<file path="src/sv/gbs_pkg.sv">
`default_nettype none

package gbs_pkg;

    // Field widths fixed by the word format
    localparam int BOX_BITS   = 16;
    localparam int INDEX_BITS = 16;
    localparam int THR_BITS   = 16;

    // Threshold after reset: 0.5 in Q0.16
    localparam logic [THR_BITS-1:0] IOU_THR_RESET = 16'd32768;

    // Defaults for the top-level parameters
    localparam int MAX_KEPT_DEF   = 64;
    localparam int COORD_BITS_DEF = 16;

    // Stages between a memory read and the suppression flag update
    localparam int PIPE_LAT = 5;
    localparam int DRAIN_W  = 3;

    typedef enum logic [2:0] {
        S_IDLE,
        S_AREA,
        S_SCAN,
        S_DRAIN,
        S_DONE
    } t_state;

    // Controller to datapath
    typedef struct packed {
        logic load;
        logic rd_en;
        logic wr_en;
        logic finish;
        logic full;
    } t_cmd;

    // Datapath to controller
    typedef struct packed {
        logic suppressed;
        logic out_free;
    } t_status;

endpackage

`default_nettype wire

</file>
<file path="src/sv/gbs_ctrl.sv">
`default_nettype none

module gbs_ctrl #(
    parameter int MAX_KEPT = gbs_pkg::MAX_KEPT_DEF,
    parameter int AW       = (MAX_KEPT > 1) ? $clog2(MAX_KEPT) : 1,
    parameter int CNTW     = $clog2(MAX_KEPT + 1)
) (
    input  wire logic            i_clk,
    input  wire logic            i_rst_n,
    input  wire logic            i_in_valid,
    input  wire logic            i_first,
    output logic                 o_in_ready,
    input  wire gbs_pkg::t_status i_status,
    output gbs_pkg::t_cmd        o_cmd,
    output logic      [AW-1:0]   o_rd_addr,
    output logic      [AW-1:0]   o_wr_addr
);

    import gbs_pkg::*;

    localparam logic [CNTW-1:0] CNT_MAX = CNTW'(MAX_KEPT);

    t_state              r_state, n_state;
    logic [CNTW-1:0]     r_count, n_count;
    logic [AW-1:0]       r_idx, n_idx;
    logic [DRAIN_W-1:0]  r_drain, n_drain;
    logic                last_issue;

    // State and counters
    always_ff @(posedge i_clk) begin
        if (!i_rst_n) begin
            r_state <= S_IDLE;
            r_count <= '0;
            r_idx   <= '0;
            r_drain <= '0;
        end else begin
            r_state <= n_state;
            r_count <= n_count;
            r_idx   <= n_idx;
            r_drain <= n_drain;
        end
    end

    assign last_issue = (CNTW'(r_idx) + CNTW'(1)) == r_count;
    assign o_rd_addr  = r_idx;
    assign o_wr_addr  = r_count[AW-1:0];

    // Sequence one word: area, scan of kept list, drain, finish
    always_comb begin
        n_state    = r_state;
        n_count    = r_count;
        n_idx      = r_idx;
        n_drain    = r_drain;
        o_in_ready = 1'b0;
        o_cmd      = '0;
        case (r_state)
            S_IDLE: begin
                o_in_ready = 1'b1;
                if (i_in_valid) begin
                    o_cmd.load = 1'b1;
                    if (i_first) begin
                        n_count = '0;
                    end
                    n_state = S_AREA;
                end
            end
            S_AREA: begin
                n_idx = '0;
                if (r_count == '0) begin
                    n_drain = DRAIN_W'(PIPE_LAT - 1);
                    n_state = S_DRAIN;
                end else begin
                    n_state = S_SCAN;
                end
            end
            S_SCAN: begin
                o_cmd.rd_en = 1'b1;
                n_idx       = r_idx + AW'(1);
                if (last_issue) begin
                    n_drain = DRAIN_W'(PIPE_LAT - 1);
                    n_state = S_DRAIN;
                end
            end
            S_DRAIN: begin
                if (r_drain == '0) begin
                    n_state = S_DONE;
                end else begin
                    n_drain = r_drain - DRAIN_W'(1);
                end
            end
            S_DONE: begin
                if (i_status.out_free) begin
                    o_cmd.finish = 1'b1;
                    if (!i_status.suppressed) begin
                        if (r_count < CNT_MAX) begin
                            o_cmd.wr_en = 1'b1;
                            n_count     = r_count + CNTW'(1);
                        end else begin
                            o_cmd.full = 1'b1;
                        end
                    end
                    n_state = S_IDLE;
                end
            end
            default: begin
                n_state = S_IDLE;
            end
        endcase
    end

    // Kept count never passes the list size
    a_count_bound: assert property (@(posedge i_clk) disable iff (!i_rst_n)
        r_count <= CNT_MAX)
        else $error("kept count above list size");

    // Reads only touch stored entries
    a_read_stored: assert property (@(posedge i_clk) disable iff (!i_rst_n)
        o_cmd.rd_en |-> (CNTW'(r_idx) < r_count))
        else $error("read of an entry beyond kept count");

    // A store only follows a surviving box
    a_store_kept: assert property (@(posedge i_clk) disable iff (!i_rst_n)
        o_cmd.wr_en |-> (o_cmd.finish && !i_status.suppressed && !o_cmd.full))
        else $error("store of a suppressed or overflow box");

    // The list counts up by at most one per word
    a_count_step: assert property (@(posedge i_clk) disable iff (!i_rst_n)
        o_cmd.wr_en |=> (r_count == $past(r_count) + CNTW'(1)))
        else $error("kept count did not advance after store");

endmodule

`default_nettype wire

</file>
<file path="config.mk">
export PLATFORM = sky130hd
export DESIGN_NAME = gbs_ctrl
export DESIGN_NICKNAME = d
export VERILOG_FILES = /design/src/sv/gbs_pkg.sv /design/src/sv/gbs_ctrl.sv
export SDC_FILE = /design/constraint.sdc
export NUM_CORES = 1
export LEC_CHECK = 0
export ABC_AREA = 1
export BUFFER_PORTS_ARGS = -buffer_cell sky130_fd_sc_hd__buf_2
export CAP_MARGIN = 5
export CORE_MARGIN = 5
export CORE_UTILIZATION = 55
export CTS_BUF_LIST = sky130_fd_sc_hd__clkbuf_16
export CTS_CLUSTER_DIAMETER = 200
export DETAILED_ROUTE_END_ITERATION = 16
export GPL_ROUTABILITY_DRIVEN = 0
export PLACE_DENSITY = 0.84
export SYNTH_ARGS = -nofsm -noshare
export SYNTH_HDL_FRONTEND = slang
export SYNTH_SLANG_ARGS = --single-unit
</file>
<file path="constraint.sdc">
create_clock -name i_clk -period 2.29 [get_ports i_clk]
set_input_delay 0.687 -clock i_clk [delete_from_list [all_inputs] [get_ports i_clk]]
set_output_delay 0.687 -clock i_clk [all_outputs]
set_load 0.01 [all_outputs]
</file>
* Yosys cells after proc, flatten, opt, wreduce, memory -nomap -nowiden
Index checks and enable logic that the tools add are counted.
** Cells by class
- Equal/unequal tests :: 14
- Reduce and logical (&&, ||, !) cells :: 9
- Mux-type cells :: 27
- Magnitude comparators :: 1
- $add $sub $neg :: 4
** Operators by type and width (count)
- 7-bit two-way mux :: 5
- 3-bit two-way mux :: 9
- 2-bit != test (second input constant) :: 9
- 3-bit one-hot mux with 5 select lines :: 1
- 7-bit one-hot mux with 2 select lines :: 1
- 6-bit one-hot mux with 2 select lines :: 1
- 1-bit two-way mux :: 9
- 3-bit one-hot mux with 3 select lines :: 1
- 4-bit AND reduction :: 2
- 6-bit by 1-bit adder with 7-bit output (second input constant) :: 1
- 7-bit by 1-bit adder with 7-bit output (second input constant) :: 1
- 7-bit == test :: 1
- 7-bit zero test :: 1
- 7-bit < comparator (second input constant) :: 1
- 6-bit by 1-bit adder with 6-bit output (second input constant) :: 1
- 3-bit by 2-bit == test with 1-bit output (second input constant) :: 2
- 3-bit zero test :: 2
- 6-bit AND reduction :: 1
- 2-bit nonzero test :: 2
- 3-bit by 1-bit == test with 1-bit output (second input constant) :: 1
- 3-bit == test (second input constant) :: 1
- 3-bit nonzero test :: 1
- 3-bit by 1-bit subtractor with 3-bit output (second input constant) :: 1
** Word-level totals
- Register bits :: 19
- Output and inout port bits :: 18
- Bits of input ports :: 6
- Logic and storage cells :: 59

* Depth between registers and ports, before layout
- Depth in word-level cells :: 5
- Depth in mapped cells :: 14
- Mapped depth without buffers :: 14

* Worst setup path before layout
OpenSTA, ideal clock, no wires.
- Path kind :: input-to-output
- Start point :: input i_status[1] in the netlist's numbering
- End point :: output o_cmd[2] in the netlist's numbering
- Required time :: 1.603 ns
- Setup slack :: 0.364 ns
- Cell stages on the path :: 2
- Buffers on the path :: 0
- Arrival time :: 1.239 ns
- Cell sequence :: or2_1 -> nor3_1
** RTL lines
- start, declared :: RTL line gbs_ctrl.sv:13 : input wire gbs_pkg::t_status i_status,
- end, declared :: RTL line gbs_ctrl.sv:14 : output gbs_pkg::t_cmd o_cmd,

==> impl_summary.txt <==
----------------------------------------------------
[Run status]
  Outcome ... complete, no violations

[Critical path]
  Longest individual stage delay on the worst path ... about 0.24 ns
  Reg2Reg Capture Point ... r_drain[0]
  CP Capture Type ... output port
  Crit-path leading delay family ... simple AND/OR/NAND/NOR gates
  Arrival time at the worst endpoint ... 1.35 ns
  Slack of the worst reg-to-reg path ... 0.47 ns
  Startpoint types ... input port
  Most Frequent Cell on Critical Path ... buf_2
  R2r startpoint ... o_rd_addr[0]
  Required time at the worst-slack endpoint ... ~1.6 ns
  Standard cell with the maximum stage delay on the critical path ... or2_1
  Number of cells on the critical path ... 4
  Highest net fanout along the worst path ... 2
  Number of buffers and inverters on the critical path ... 2
  Worst r2r path cells ... 12
  Critical Path, Cell by Cell ... buf_2 -> or2_1 -> nor3_1 -> buf_2
  Kind of critical path ... input port to output port

[Power]
  Worst vdd ir ... 0.732 mV
  Leakage ... between 0.7 and 0.8 nW
  Cell Pwr Density ... 1010 mW/mm^2
  Design Power ... 1.66 mW

[Clock tree]
  Maximum buffer depth of the clock tree ... 2
  Number of buffers created by CTS ... 3
  Count of hold buffers inserted by post-cts repair ... 0
  Clock Latency Late Sink ... between 0.2 and 0.3 ns
  Clock tree from TritonCTS ... built
  Clock transition time at the flip-flop clock pins of the worst setup and hold paths ... ~0.050 ns
  CTS root buf ... clkbuf_16
  Post-cts sizing count ... 0
  Post-CTS setup repair buffer count ... 0
  H-tree lvl count ... 1
  Sinks on Clock Net ... 19

[STA]
  Post-route minimum period ... roughly 2.0 ns
  Endpoints failing hold ... 0
  Fmax ... about 490 MHz
  Post-route clock period utilization ... between 80% and 90%
  Largest clock skew in the final design ... roughly 0.006 ns
  Slew margin rel. ... between 70 and 80%
  Setup Viol. Count Final ... 0
  Setup repair after global routing missed its margin ... no
  Pin slew with the least headroom to its limit ... ~0.42 ns
  Final Max Slew Viols ... 0
  Total Negative Setup Slacks ... 0 ns

[Routing]
  Remaining DRCs ... 0
  Via Count ... 1346
  Routed via count divided by cell count ... 5.12
  Number of search-and-repair iterations in the first detailed-routing pass ... 4
  Detailed-route wire length per cell ... 11.7 um
  Met2 wire length ... approximately 1400 um
  Routed Antenna Nets ... 0
  Highest layer used for signal routing ... met4
  Detailed-routing wirelength on met1 ... 1370 um
  Final WL ... 3090 um
  Wire length on met3 ... 195 um
  Number of violations reported at the end of detailed-routing iteration 0 ... 46

[Floorplanning]
  Die area ... 0.00376 sq mm
  Initial Util ... 57.9%
  Standard cell core area ... 0.00250 sq mm
  Die Height ... 61.3 um
  Die Span X ... between 60 and 70 um
  Boundary pin count ... 24
  # rows ... 18

[Placed design]
  Placed insts ... roughly 260
  Post-DP HPWL ... 2340 um
  Port Buffer Count ... 23

[Logic synthesis]
  Async set or reset register ratio after synthesis ... 0%
  Post-Syn Nets ... about 220
  Yosys synthesis warning count ... 0
  Largest area contributor in the netlist ... dfxtp_1
  List of most frequent post-synthesis cells ... 51 x nand2_1, 34 x inv_1, 19 x dfxtp_1, 18 x nand3_1
  Synthesized flop and latch total ... 19
  Netlist area before placement ... roughly 0.0014 sq mm
  Ys flop type ... dfxtp_1
  Number of synthesized flops with an enable pin ... 0
  Portion of the post-synthesis area used by sequential elements ... 26.3%
  Instance count of the mapped netlist ... 211
  Synthesized area per cell ... 6.86 sq um
  Number of distinct library cell variants in the gate-level netlist after synthesis ... 32
  Count leader, synth ... nand2_1
  Top-area cell type share of the netlist area ... 26.3%
  Largest cells by area after synthesis ... dfxtp_1 26%, nand2_1 13%, inv_1 8.8%

[Global route]
  Wire length of the first global-routing pass ... around 5300 um
  Global-route congestion overflow total ... 0
  Via count of the first global-routing pass ... 1226
  Overall global routing resource usage ... roughly a fifth
  Antenna violations before repair ... 0
  Maximum number of pins on one net before global-route repair ... 11

[Final layout]
  Antenna Diode Count ... 0
  Storage cell area ... 380 sq um
  Multi-input logic area ... 868 sq um
  Filler instances ... 210
  Synth-to-Final Area Change ... 13.4%
  Utilization after layout ... 65.7%
  Final std cells w/o fill ... around 260
  Layout cells sized above 1 ... between 20% and 30%
  NumNets Final ... 245

[Min path]
  Hold worst-path end ... r_drain[1]
  Number of stages on the worst hold path ... 2
  Class of the tightest hold or removal check ... flop to flop
  Launch instance of the worst min-delay path ... r_drain[1]

[Flow run]
  Reported max-cap violation count ... 0

----------------------------------------------------
area by class of cell:
cell class	instances	area share [%]
well taps	30	2.29
inverters	39	9.38
multi-input cells	147	52.9
clock inverters	1	0.229
flip-flops and latches	19	23.2
repair buffers	24	7.47
clock buffers	3	4.57
metal layers:
layer | vias to the layer above | GRT usage [%]
met5 | - | 0
met3 | 7 | 1.89
met4 | 0 | 9.29
met1 | 591 | 23.6
met2 | 39 | 31.9
li1 | 709 | -
logic make-up after synthesis:
family	count (synthesis)	share of synthesized area [%]
xor+xnor	1	0.605
compound gates	25	12.4
simple gates	116	42.6
flops	19	26.3
fa+ha+maj	5	4.32
buf+inv	45	13.7
worst min-delay path, stage by stage (launching register included):
cell	delay (ns)
dfxtp_1	0.33
nor2_1	0.06
nor2_2	0.08
placed cells by master, fill, tap and decap left out, types with 4 or more instances in the layout:
| cell type | instances |
|---|---|
| a21oi_1 | 12 |
| buf_2 | 23 |
| dfxtp_1 | 19 |
| ha_1 | 5 |
| inv_1 | 35 |
| nand2_1 | 51 |
| nand2_2 | 6 |
| nand3_1 | 18 |
| nor2_1 | 12 |
| nor2_2 | 6 |
| nor3_1 | 4 |
sequential cells by signal (all words and copies together), names as in the netlist:
register / cells
r_drain: 3
r_state: 3
o_rd_addr: 6
r_count: 7
per-stage QoR:
stage	setup WS, ns	cell area (sq um)	hold slack [ns]
2_1_floorplan	0.364	1450	0.462
3_3_place_gp	0.255	1560	0.479
3_5_place_dp	0.248	1560	0.481
4_1_cts	0.243	1640	0.498
5_1_grt	0.193	1640	0.536
6_report	0.249	1640	0.496
how the worst max path moves through the flow:
stage                 from  slack [ns]       end
6_report       i_status[1]        0.25  o_cmd[2]
3_5_place_dp   i_status[1]        0.25  o_cmd[2]
3_3_place_gp   i_status[1]        0.26  o_cmd[2]
4_1_cts        i_status[1]        0.24  o_cmd[2]
5_1_grt        i_status[1]        0.19  o_cmd[2]
2_1_floorplan  i_status[1]        0.36  o_cmd[2]
where the power goes:
group	switching [mW]	total [mW]	internal, mW
logic	0.530	0.828	0.297
registers	0.0717	0.468	0.396
clock network	0.132	0.365	0.233
Note: power is estimated with default switching activity, not from simulation.
